--- config.mk ---
export PLATFORM = sky130hd
export DESIGN_NAME = cpu_load_percent_averager_flat
export DESIGN_NICKNAME = d
export VERILOG_FILES = /design/src/rtl/cpuld_pkg.sv /design/src/rtl/cpuld_in_if.sv /design/src/rtl/cpuld_out_if.sv /design/src/rtl/cpuld_delta.sv /design/src/rtl/cpu_load_percent_averager.sv /design/src/flat_wrapper.sv
export SDC_FILE = /design/constraint.sdc
export NUM_CORES = 2
export LEC_CHECK = 0
export BUFFER_PORTS_ARGS = -buffer_cell sky130_fd_sc_hd__buf_4
export CAP_MARGIN = 30
export CORE_ASPECT_RATIO = 0.9
export CORE_UTILIZATION = 59
export CTS_CLUSTER_SIZE = 24
export DETAILED_ROUTE_END_ITERATION = 10
export HOLD_SLACK_MARGIN = 0.06
export PLACE_DENSITY = 0.79
export SYNTH_ARGS = -nofsm -noshare
export SYNTH_HDL_FRONTEND = slang
export SYNTH_SLANG_ARGS = --single-unit
--- constraint.sdc ---
create_clock -name clk -period 61.9 [get_ports clk]
set_input_delay 12.38 -clock clk [delete_from_list [all_inputs] [get_ports clk]]
set_output_delay 12.38 -clock clk [all_outputs]
set_load 0.05 [all_outputs]
--- src/rtl/cpuld_pkg.sv ---
// ----------------------------------------------------------------------------
// cpuld_pkg
// Shared widths, constants and control types of the cpu load averager.
// ----------------------------------------------------------------------------
package cpuld_pkg;

  // ring depth of the moving average
  localparam int WINDOW      = 5;

  // field widths
  localparam int COUNT_W     = 64;
  localparam int TICK_W      = 32;
  localparam int GAP_W       = 31;
  localparam int INTERVAL_W  = 16;
  localparam int LOAD_W      = 7;

  // derived widths
  localparam int FULL_LOAD_I = 100;
  localparam int PROD_W      = COUNT_W + LOAD_W;
  localparam int FILL_W      = $clog2(WINDOW + 1);
  localparam int POS_W       = (WINDOW > 1) ? $clog2(WINDOW) : 1;
  localparam int SUM_W       = $clog2(FULL_LOAD_I * WINDOW + 1);
  localparam int STEP_W      = $clog2(COUNT_W);

  // constants
  localparam logic [LOAD_W-1:0]     FULL_LOAD      = LOAD_W'(FULL_LOAD_I);
  localparam logic [INTERVAL_W-1:0] INTERVAL_RESET = INTERVAL_W'(200);

  // control of the bit-serial delta unit
  typedef struct packed {
    logic capture;   // load new counters for evaluation
    logic baseline;  // load new counters straight into the previous set
    logic shift;     // advance one bit
  } delta_ctl_t;

endpackage

--- src/rtl/cpuld_in_if.sv ---
// ----------------------------------------------------------------------------
// cpuld_in_if
// Sample channel: valid/ready handshake carrying tick and time counters.
// ----------------------------------------------------------------------------
interface cpuld_in_if;
  logic                            valid;
  logic                            ready;
  logic [cpuld_pkg::TICK_W-1:0]    now_ms;
  logic [cpuld_pkg::COUNT_W-1:0]   idle_count;
  logic [cpuld_pkg::COUNT_W-1:0]   kernel_count;
  logic [cpuld_pkg::COUNT_W-1:0]   user_count;

  modport source (output valid, output now_ms, output idle_count,
                  output kernel_count, output user_count, input ready);
  modport sink   (input valid, input now_ms, input idle_count,
                  input kernel_count, input user_count, output ready);
endinterface

--- src/rtl/cpuld_out_if.sv ---
// ----------------------------------------------------------------------------
// cpuld_out_if
// Result channel: valid/ready handshake carrying the averaged load.
// ----------------------------------------------------------------------------
interface cpuld_out_if;
  logic                          valid;
  logic                          ready;
  logic [cpuld_pkg::LOAD_W-1:0]  load_percent;
  logic                          updated;

  modport source (output valid, output load_percent, output updated, input ready);
  modport sink   (input valid, input load_percent, input updated, output ready);
endinterface

--- src/rtl/cpuld_delta.sv ---
// ----------------------------------------------------------------------------
// cpuld_delta
// Bit-serial front end: forms the counter deltas, sys = d_user + d_kernel and
// num = sys - d_idle one bit per cycle while shift is set, lsb first, and rolls
// the new counters into the previous set as they are consumed.
// ----------------------------------------------------------------------------
module cpuld_delta (
  input  logic                           clk,
  input  cpuld_pkg::delta_ctl_t          ctl,
  input  logic [cpuld_pkg::COUNT_W-1:0]  idle_count,
  input  logic [cpuld_pkg::COUNT_W-1:0]  kernel_count,
  input  logic [cpuld_pkg::COUNT_W-1:0]  user_count,
  output logic [cpuld_pkg::COUNT_W-1:0]  sys_val,
  output logic [cpuld_pkg::COUNT_W-1:0]  num_val
);
  import cpuld_pkg::*;

  logic [COUNT_W-1:0] cur_idle, cur_kernel, cur_user;
  logic [COUNT_W-1:0] prev_idle, prev_kernel, prev_user;
  logic br_idle, br_kernel, br_user, cy_sys, br_num;
  logic br_idle_next, br_kernel_next, br_user_next, cy_sys_next, br_num_next;
  logic d_idle, d_kernel, d_user, s_bit, n_bit;

  // one bit of each subtract and add
  always_comb begin
    d_idle         = cur_idle[0] ^ prev_idle[0] ^ br_idle;
    br_idle_next   = (~cur_idle[0] & prev_idle[0]) |
                     (~(cur_idle[0] ^ prev_idle[0]) & br_idle);
    d_kernel       = cur_kernel[0] ^ prev_kernel[0] ^ br_kernel;
    br_kernel_next = (~cur_kernel[0] & prev_kernel[0]) |
                     (~(cur_kernel[0] ^ prev_kernel[0]) & br_kernel);
    d_user         = cur_user[0] ^ prev_user[0] ^ br_user;
    br_user_next   = (~cur_user[0] & prev_user[0]) |
                     (~(cur_user[0] ^ prev_user[0]) & br_user);
    s_bit          = d_kernel ^ d_user ^ cy_sys;
    cy_sys_next    = (d_kernel & d_user) | (d_kernel & cy_sys) | (d_user & cy_sys);
    n_bit          = s_bit ^ d_idle ^ br_num;
    br_num_next    = (~s_bit & d_idle) | (~(s_bit ^ d_idle) & br_num);
  end

  // shift registers and carry chain state
  always_ff @(posedge clk) begin
    if (ctl.capture) begin
      cur_idle   <= idle_count;
      cur_kernel <= kernel_count;
      cur_user   <= user_count;
      br_idle    <= 1'b0;
      br_kernel  <= 1'b0;
      br_user    <= 1'b0;
      cy_sys     <= 1'b0;
      br_num     <= 1'b0;
    end
    if (ctl.baseline) begin
      prev_idle   <= idle_count;
      prev_kernel <= kernel_count;
      prev_user   <= user_count;
    end
    if (ctl.shift) begin
      cur_idle    <= {1'b0, cur_idle[COUNT_W-1:1]};
      cur_kernel  <= {1'b0, cur_kernel[COUNT_W-1:1]};
      cur_user    <= {1'b0, cur_user[COUNT_W-1:1]};
      prev_idle   <= {cur_idle[0], prev_idle[COUNT_W-1:1]};
      prev_kernel <= {cur_kernel[0], prev_kernel[COUNT_W-1:1]};
      prev_user   <= {cur_user[0], prev_user[COUNT_W-1:1]};
      sys_val     <= {s_bit, sys_val[COUNT_W-1:1]};
      num_val     <= {n_bit, num_val[COUNT_W-1:1]};
      br_idle     <= br_idle_next;
      br_kernel   <= br_kernel_next;
      br_user     <= br_user_next;
      cy_sys      <= cy_sys_next;
      br_num      <= br_num_next;
    end
  end

endmodule

--- src/rtl/cpu_load_percent_averager.sv ---
// ----------------------------------------------------------------------------
// cpu_load_percent_averager
// Turns samples of cumulative idle/kernel/user counters into a processor load
// in percent, averaged over the last few evaluated intervals.
// ----------------------------------------------------------------------------
//  channel     dir  handshake          payload
//  sample_ch   in   valid/ready        now_ms, idle_count, kernel_count, user_count
//  result_ch   out  valid/ready        load_percent, updated
//  cfg_wr_*    in   write enable       min_interval_ms
//
//  one sample at a time; early and baseline samples go from idle straight to done
//  evaluated samples run the bit-serial delta pass, the magnitude, compare and
//  multiply steps, the 7-step quotient loop, the ring write, the sum and the
//  mean loop (multiply and quotient loop skipped when the load is zero or full)
//  rst is synchronous; no clearing pass, the ring is read only where filled
//  the result register holds while result_ch stalls; the next sample is
//  taken meanwhile and waits in the done state if the register is still full
// ----------------------------------------------------------------------------
module cpu_load_percent_averager (
  input  logic                              clk,
  input  logic                              rst,
  input  logic                              cfg_wr_en,
  input  logic [cpuld_pkg::INTERVAL_W-1:0]  cfg_wr_data,
  cpuld_in_if.sink                          sample_ch,
  cpuld_out_if.source                       result_ch
);
  import cpuld_pkg::*;

  typedef enum logic [9:0] {
    S_IDLE   = 10'b0000000001,
    S_SERIAL = 10'b0000000010,
    S_MAG    = 10'b0000000100,
    S_CMP    = 10'b0000001000,
    S_MUL    = 10'b0000010000,
    S_DIV    = 10'b0000100000,
    S_RING   = 10'b0001000000,
    S_SUM    = 10'b0010000000,
    S_MEAN   = 10'b0100000000,
    S_DONE   = 10'b1000000000
  } state_t;

  state_t                 state;
  logic [STEP_W-1:0]      step;
  logic [INTERVAL_W-1:0]  min_interval;
  logic                   primed;
  logic [TICK_W-1:0]      tick_mark;
  logic [POS_W-1:0]       ring_pos;
  logic [FILL_W-1:0]      ring_fill;
  logic [LOAD_W-1:0]      last_load;
  logic [LOAD_W-1:0]      load_ring [WINDOW];
  logic                   zero_load;
  logic [COUNT_W-1:0]     ms, mn;
  logic [PROD_W-1:0]      prod;
  logic [COUNT_W-1:0]     rem;
  logic [LOAD_W-1:0]      quo;
  logic [SUM_W-1:0]       sum_sr;
  logic [FILL_W-1:0]      mrem;
  logic [LOAD_W-1:0]      res_load;
  logic                   res_upd;
  logic                   out_valid;
  logic [LOAD_W-1:0]      out_load;
  logic                   out_upd;

  logic                   take;
  logic [TICK_W-1:0]      tick_gap;
  logic                   too_early;
  delta_ctl_t             dctl;
  logic [COUNT_W-1:0]     sys_val, num_val;
  logic [PROD_W-1:0]      prod_full;
  logic [COUNT_W:0]       r2, r2_diff;
  logic                   q_bit;
  logic [SUM_W-1:0]       ring_total;
  logic [FILL_W:0]        m2, m2_diff;
  logic                   m_bit;
  logic [SUM_W-1:0]       mean_q;

  // handshake and interval check
  assign sample_ch.ready = (state == S_IDLE);
  assign take            = sample_ch.valid & sample_ch.ready;
  assign tick_gap        = sample_ch.now_ms - tick_mark;
  assign too_early       = tick_gap[GAP_W-1:0] <= GAP_W'(min_interval);

  assign result_ch.valid        = out_valid;
  assign result_ch.load_percent = out_load;
  assign result_ch.updated      = out_upd;

  // serial delta unit control
  always_comb begin
    dctl.capture  = take & ~too_early & primed;
    dctl.baseline = take & ~too_early & ~primed;
    dctl.shift    = (state == S_SERIAL);
  end

  cpuld_delta u_delta (
    .clk          (clk),
    .ctl          (dctl),
    .idle_count   (sample_ch.idle_count),
    .kernel_count (sample_ch.kernel_count),
    .user_count   (sample_ch.user_count),
    .sys_val      (sys_val),
    .num_val      (num_val)
  );

  // product finish, quotient step and mean step
  always_comb begin
    prod_full = prod + (PROD_W'(mn) << 2);
    r2        = {rem, quo[LOAD_W-1]};
    r2_diff   = r2 - {1'b0, ms};
    q_bit     = (r2 >= {1'b0, ms});
    m2        = {mrem, sum_sr[SUM_W-1]};
    m2_diff   = m2 - {1'b0, ring_fill};
    m_bit     = (m2 >= {1'b0, ring_fill});
    mean_q    = {sum_sr[SUM_W-2:0], m_bit};
  end

  // sum of the filled ring entries
  always_comb begin
    ring_total = '0;
    for (int i = 0; i < WINDOW; i++) begin
      if (FILL_W'(i) < ring_fill) begin
        ring_total = ring_total + SUM_W'(load_ring[i]);
      end
    end
  end

  // sequencer
  always_ff @(posedge clk) begin
    if (rst) begin
      state        <= S_IDLE;
      step         <= '0;
      min_interval <= INTERVAL_RESET;
      primed       <= 1'b0;
      tick_mark    <= '0;
      ring_pos     <= '0;
      ring_fill    <= '0;
      last_load    <= '0;
      out_valid    <= 1'b0;
    end else begin
      if (cfg_wr_en) begin
        min_interval <= cfg_wr_data;
      end
      // result register: load from done, drop once taken
      if (state == S_DONE && (!out_valid || result_ch.ready)) begin
        out_valid <= 1'b1;
      end else if (out_valid && result_ch.ready) begin
        out_valid <= 1'b0;
      end
      unique case (state)
        S_IDLE: begin
          if (take) begin
            if (too_early) begin
              res_load <= last_load;
              res_upd  <= 1'b0;
              state    <= S_DONE;
            end else if (!primed) begin
              primed    <= 1'b1;
              tick_mark <= sample_ch.now_ms;
              last_load <= '0;
              res_load  <= '0;
              res_upd   <= 1'b1;
              state     <= S_DONE;
            end else begin
              tick_mark <= sample_ch.now_ms;
              step      <= '0;
              state     <= S_SERIAL;
            end
          end
        end
        S_SERIAL: begin
          step <= step + STEP_W'(1);
          if (step == STEP_W'(COUNT_W - 1)) begin
            state <= S_MAG;
          end
        end
        S_MAG: begin
          zero_load <= (sys_val == '0) | (sys_val[COUNT_W-1] != num_val[COUNT_W-1]);
          ms        <= sys_val[COUNT_W-1] ? (~sys_val + COUNT_W'(1)) : sys_val;
          mn        <= num_val[COUNT_W-1] ? (~num_val + COUNT_W'(1)) : num_val;
          state     <= S_CMP;
        end
        S_CMP: begin
          if (zero_load) begin
            quo   <= '0;
            state <= S_RING;
          end else if (mn >= ms) begin
            quo   <= FULL_LOAD;
            state <= S_RING;
          end else begin
            prod  <= (PROD_W'(mn) << 6) + (PROD_W'(mn) << 5);
            state <= S_MUL;
          end
        end
        S_MUL: begin
          rem   <= prod_full[PROD_W-1:LOAD_W];
          quo   <= prod_full[LOAD_W-1:0];
          step  <= '0;
          state <= S_DIV;
        end
        S_DIV: begin
          rem  <= q_bit ? r2_diff[COUNT_W-1:0] : r2[COUNT_W-1:0];
          quo  <= {quo[LOAD_W-2:0], q_bit};
          step <= step + STEP_W'(1);
          if (step == STEP_W'(LOAD_W - 1)) begin
            state <= S_RING;
          end
        end
        S_RING: begin
          load_ring[ring_pos] <= quo;
          ring_pos <= (ring_pos == POS_W'(WINDOW - 1)) ? '0 : ring_pos + POS_W'(1);
          if (ring_fill < FILL_W'(WINDOW)) begin
            ring_fill <= ring_fill + FILL_W'(1);
          end
          state <= S_SUM;
        end
        S_SUM: begin
          sum_sr <= ring_total;
          mrem   <= '0;
          step   <= '0;
          state  <= S_MEAN;
        end
        S_MEAN: begin
          mrem   <= m_bit ? m2_diff[FILL_W-1:0] : m2[FILL_W-1:0];
          sum_sr <= mean_q;
          step   <= step + STEP_W'(1);
          if (step == STEP_W'(SUM_W - 1)) begin
            last_load <= mean_q[LOAD_W-1:0];
            res_load  <= mean_q[LOAD_W-1:0];
            res_upd   <= 1'b1;
            state     <= S_DONE;
          end
        end
        S_DONE: begin
          if (!out_valid || result_ch.ready) begin
            out_load  <= res_load;
            out_upd   <= res_upd;
            state     <= S_IDLE;
          end
        end
        default: state <= S_IDLE;
      endcase
    end
  end

  // checks
  a_fill_bound: assert property (@(posedge clk) disable iff (rst)
    ring_fill <= FILL_W'(WINDOW))
    else $error("ring fill beyond window");

  a_pos_bound: assert property (@(posedge clk) disable iff (rst)
    ring_pos < POS_W'(WINDOW))
    else $error("ring position beyond window");

  a_rem_bound: assert property (@(posedge clk) disable iff (rst)
    (state == S_DIV) |-> (rem < ms))
    else $error("quotient remainder not below divisor");

  a_load_bound: assert property (@(posedge clk) disable iff (rst)
    last_load <= FULL_LOAD)
    else $error("load above full scale");

  a_take_busy: assert property (@(posedge clk) disable iff (rst)
    take |=> (state != S_IDLE))
    else $error("sample accepted without leaving idle");

endmodule
--- src/flat_wrapper.sv ---
// flat-port wrapper written by rule: the top's interface ports become plain ports
module cpu_load_percent_averager_flat import cpuld_pkg::*;
  (clk, rst, cfg_wr_en, cfg_wr_data, sample_ch_valid, sample_ch_now_ms, sample_ch_idle_count, sample_ch_kernel_count, sample_ch_user_count, sample_ch_ready, result_ch_valid, result_ch_load_percent, result_ch_updated, result_ch_ready);
  cpuld_in_if sample_ch_i ();
  cpuld_out_if result_ch_i ();
  input  logic clk;
  input  logic rst;
  input  logic cfg_wr_en;
  input  logic [cpuld_pkg::INTERVAL_W-1:0] cfg_wr_data;
  input wire logic [$bits(sample_ch_i.valid)-1:0] sample_ch_valid;
  input wire logic [$bits(sample_ch_i.now_ms)-1:0] sample_ch_now_ms;
  input wire logic [$bits(sample_ch_i.idle_count)-1:0] sample_ch_idle_count;
  input wire logic [$bits(sample_ch_i.kernel_count)-1:0] sample_ch_kernel_count;
  input wire logic [$bits(sample_ch_i.user_count)-1:0] sample_ch_user_count;
  output wire logic [$bits(sample_ch_i.ready)-1:0] sample_ch_ready;
  output wire logic [$bits(result_ch_i.valid)-1:0] result_ch_valid;
  output wire logic [$bits(result_ch_i.load_percent)-1:0] result_ch_load_percent;
  output wire logic [$bits(result_ch_i.updated)-1:0] result_ch_updated;
  input wire logic [$bits(result_ch_i.ready)-1:0] result_ch_ready;
  assign sample_ch_i.valid = sample_ch_valid;
  assign sample_ch_i.now_ms = sample_ch_now_ms;
  assign sample_ch_i.idle_count = sample_ch_idle_count;
  assign sample_ch_i.kernel_count = sample_ch_kernel_count;
  assign sample_ch_i.user_count = sample_ch_user_count;
  assign sample_ch_ready = sample_ch_i.ready;
  assign result_ch_valid = result_ch_i.valid;
  assign result_ch_load_percent = result_ch_i.load_percent;
  assign result_ch_updated = result_ch_i.updated;
  assign result_ch_i.ready = result_ch_ready;
  cpu_load_percent_averager u_core (.clk(clk), .rst(rst), .cfg_wr_en(cfg_wr_en), .cfg_wr_data(cfg_wr_data), .sample_ch(sample_ch_i), .result_ch(result_ch_i));
endmodule
==> qor.txt <==
========================================================================================
Dominant combinational cell family by area after synthesis                  simple AND/OR/NAND/NOR gates
Number of register bits inferred by synthesis                                        924
Routability-driven placement congestion ratio                                     0.9277
HPWL after DPL                                                                  92.03 mm
Via count of the routed design                                                    41,107
Average wire length per cell after detail routing                               19.03 um
Placeable core region                                                         89,660 um2
Residual overflow from global routing                                                  0
Total routing resource utilization after global routing                           27.45%
Number of placement rows                                                             104
Type of the setup path with the least slack                                    in -> reg
Sink Count                                                                           924
Chip Width                                                                      319.6 um
Clock transition at the registers of the reported paths                          0.06 ns
Total count of max-transition violations in the final report                           0
Port Buffer Count                                                                    253
Area share of and/or/nand/nor cells after synthesis                               16.92%
Cell type group with the largest total delay on the critical path           buffers and inverters
Final-layout setup total negative slack                                             0 ns
Antenna violations before repair                                                      13
Synth Cell Area                                                               53,560 um2
Avg Synthesized Cell Area                                                      9.925 um2
Fmax achieved                                                                0.05377 GHz
Leakage Power                                                                   23.68 nW
Critical-path maximum fanout                                                          67
XOR/XNOR share of the synthesized area                                            5.495%
Count of filler cells inserted in the layout                                       6,726
Drc violations                                                                         0
Most frequent cell on the critical path                                            buf_4
Maximum number of pins on one net before global-route repair                         177
CTS root buf                                                                   clkbuf_16
Die H                                                                           287.8 um
Worst Path Arrival                                                              18.96 ns
Post-cts resize count                                                                  0
Critical path startpoint category                                             input port
Setup repair after global routing missed its margin                                   no
Number of enable flip-flop cells after synthesis                                     843
Total CTS buffers                                                                     96
Setup skew after layout                                                       0.06017 ns
Number of hold-repair buffers added at the cts stage                                   0
Final setup violation count                                                            0
Placed standard-cell area                                                     56,470 um2
Worst slew slack as a fraction of its limit                                       18.56%
Required time of the critical path                                              62.27 ns
First-pass GRT wire length                                                      204.1 mm
Minimum clock period                                                            18.60 ns
Actual slew at the worst max-slew pin                                           1.222 ns
Class of the tightest hold or removal check                                   reg -> reg
Top FF cell, synth                                                              edfxtp_1
Mapped Nets                                                                        5,993
Multiplexer share of the synthesized area                                         1.308%
Number of H-tree levels                                                                3
Synthesized-area fraction occupied by adder cells                                 8.457%
Critical Path End Type                                                          register
Post-route cell area                                                          59,740 um2
Clock Path Buffers                                                                     3
Starting utilization of the core area                                             59.74%
Final wirelength                                                                129.9 mm
Async SR Flop Fraction                                                                0%
Post-CTS repair timing setup buffer count                                              0
Die Footprint                                                                 91,980 um2
Number of nets in the finished design                                              6,163
Sequential area share after synthesis                                             50.29%
PD cells                                                                    26.16 nW/um2
Critical path's largest stage delay                                              0.80 ns
Per-cell via count in the routed design                                            6.023
Number of global-route vias before repair                                         38,961
Fraction of layout cells with a size suffix above 1                               9.068%
Count of antenna-violating nets left after detailed routing                            0
Area Growth Syn to Fin                                                            11.55%
Number of instances in the synthesized netlist                                     5,396
IO Pins                                                                              255
Latest clock arrival within the worst-skew pair                                  0.69 ns
Hold Vio Cnt, Final                                                                    0
VDD IR-drop max                                                                 35.28 uV
Outcome                                                                     finished, final reports clean
Critical path buffer and inverter count                                                6
Number of search-and-repair iterations in the first detailed-routing pass              6
Count of warnings emitted by yosys                                                     0
Flop-to-flop setup slack                                                        54.74 ns
Portion of the clock cycle consumed by the worst path in the final layout         30.04%
Number of max-cap violations                                                           0
Hold Worst Slack                                                               0.4226 ns
Share of the synthesized area in compound gates (AO/OA/AOI/OAI)                   14.37%
Clock tree from TritonCTS                                                          built
Detailed Route Iter0 Violations                                                    3,789
Critical-path cell with the highest stage delay                                    buf_4
Number of distinct library cells after synthesis                                      88
========================================================================================
[Yosys cell counts, types with 61 or more instances]
cell	number	area, um2
a21o_1	154	1156
a21oi_1	363	1817
clkbuf_1	206	773.2
dfxtp_1	81	1622
edfxtp_1	843	25310
ha_1	338	4229
inv_1	228	855.8
mux2i_1	61	610.6
nand2_1	1284	4820
nand3_1	80	400.4
nand4_1	61	381.6
nor2_1	247	927.1
o21ai_0	264	1321
xnor2_1	255	2233
xor2_1	81	709.4
[worst reg2reg max path: cells and delay by family (launching register included)]
family                     cells  cell delay (ns)
adders and majority gates      2             0.59
AOI/OAI and AO/OA              8             2.17
and+or+nand+nor                6             0.99
buffers and inverters          6             2.56
xor gates and xnor gates       1             0.18
DFF                            1             0.34
[flip-flops by register name, summed over array words and instances (netlist names), 6 cells and up]
signal,flops
u_core.sum_sr,9
u_core.u_delta.prev_user,64
u_core.u_delta.sys_val,64
u_core.res_load,7
u_core.last_load,7
u_core.min_interval,16
u_core.u_delta.prev_kernel,64
u_core.rem,64
u_core.u_delta.cur_kernel,64
u_core.quo,7
u_core.result_ch.load_percent,7
u_core.tick_mark,31
u_core.mn,64
u_core.state,10
u_core.prod,66
u_core.u_delta.cur_idle,64
u_core.ms,64
u_core.load_ring,35
u_core.u_delta.prev_idle,64
u_core.step,6
u_core.u_delta.cur_user,64
u_core.u_delta.num_val,64
[cell type report]
class | instances | area (um2) | share of cell area [%]
Clock buffer | 125 | 2613 | 4.373
Inverter | 231 | 874.6 | 1.464
Clock inverter | 53 | 586.8 | 0.9822
Tap cell | 1166 | 1459 | 2.442
Multi-Input combinational cell | 4023 | 25010 | 41.86
Antenna cell | 13 | 32.53 | 0.05445
Sequential cell | 924 | 26940 | 45.09
Timing Repair Buffer | 290 | 2232 | 3.736
[per-stage QoR]
stage	cells	worst slack, ns	util [%]	power, mW
floorplan	5396	31.47	-	0.9591
CTS	6810	43.31	66.55	1.569
global route	6825	42.75	66.64	1.617
global placement	6628	42.56	62.93	0.9766
finish	6825	43.30	66.64	1.563
detailed placement	6632	42.60	62.98	0.9851
[cell families after synthesis]
kind of cell               Yosys count
AOI/OAI and AO/OA                 1208
xor gates and xnor gates           336
adders and majority gates          354
buffers and inverters              449
DFF                                924
muxes                               69
and+or+nand+nor                   2056
[layer usage]
layer,part of all wire [%],vias to the layer above,global-route usage [%],wire length (um)
met5,0,-,0,0
met4,3.3,0,9.447,4231
met3,6.7,236,3.820,8641
met2,46,1403,43.38,59580
met1,44,19676,38.97,57440
li1,-,19792,-,-
[layout by cell type (no fill, tap or decap), types with 12 or more instances in the layout]
cell type / count
clkinv_1: 18
o21a_1: 28
o21bai_1: 39
nor2_1: 245
o22ai_1: 15
inv_1: 228
or3_1: 55
and3_1: 34
nand3_1: 80
clkbuf_1: 20
o211ai_1: 29
clkinv_2: 16
nand2b_1: 42
and4_1: 14
o21ai_0: 263
o31ai_1: 56
nand2_1: 1284
o41ai_1: 16
diode_2: 13
a221oi_1: 12
a21o_1: 154
clkbuf_16: 97
nor2b_1: 41
a211oi_1: 52
dfxtp_1: 81
a21oi_1: 362
xor2_1: 81
and2_1: 28
buf_4: 284
edfxtp_1: 843
or2_2: 23
or4_1: 21
ha_1: 338
mux2i_1: 61
nor3_1: 53
xnor2_1: 255
nand4_1: 61
fa_1: 14
nor4_1: 17
a31oi_1: 36
[path summary, 6_finish.rpt]
check / from / to / cells after the start
setup / recovery: sample_ch_now_ms[8] / u_core.u_delta.cur_kernel[11]$_DFFE_PP_ / 26
hold / removal: u_core.res_load[2]$_DFFE_PP_ / u_core.result_ch.load_percent[2]$_DFFE_PP_ / 0
setup reg to reg: u_core.tick_mark[1]$_SDFFE_PP0P_ / u_core.u_delta.cur_kernel[11]$_DFFE_PP_ / 23
hold reg to reg: u_core.res_load[2]$_DFFE_PP_ / u_core.result_ch.load_percent[2]$_DFFE_PP_ / 0
[report_power, final]
group | switching (mW) | internal [mW] | total, mW
Combinational | 0.128 | 0.0680 | 0.196
Clock | 0.253 | 0.334 | 0.587
Sequential | 0.0198 | 0.761 | 0.781
Total | 0.400 | 1.16 | 1.56
Note: power is estimated with default switching activity, not from simulation.
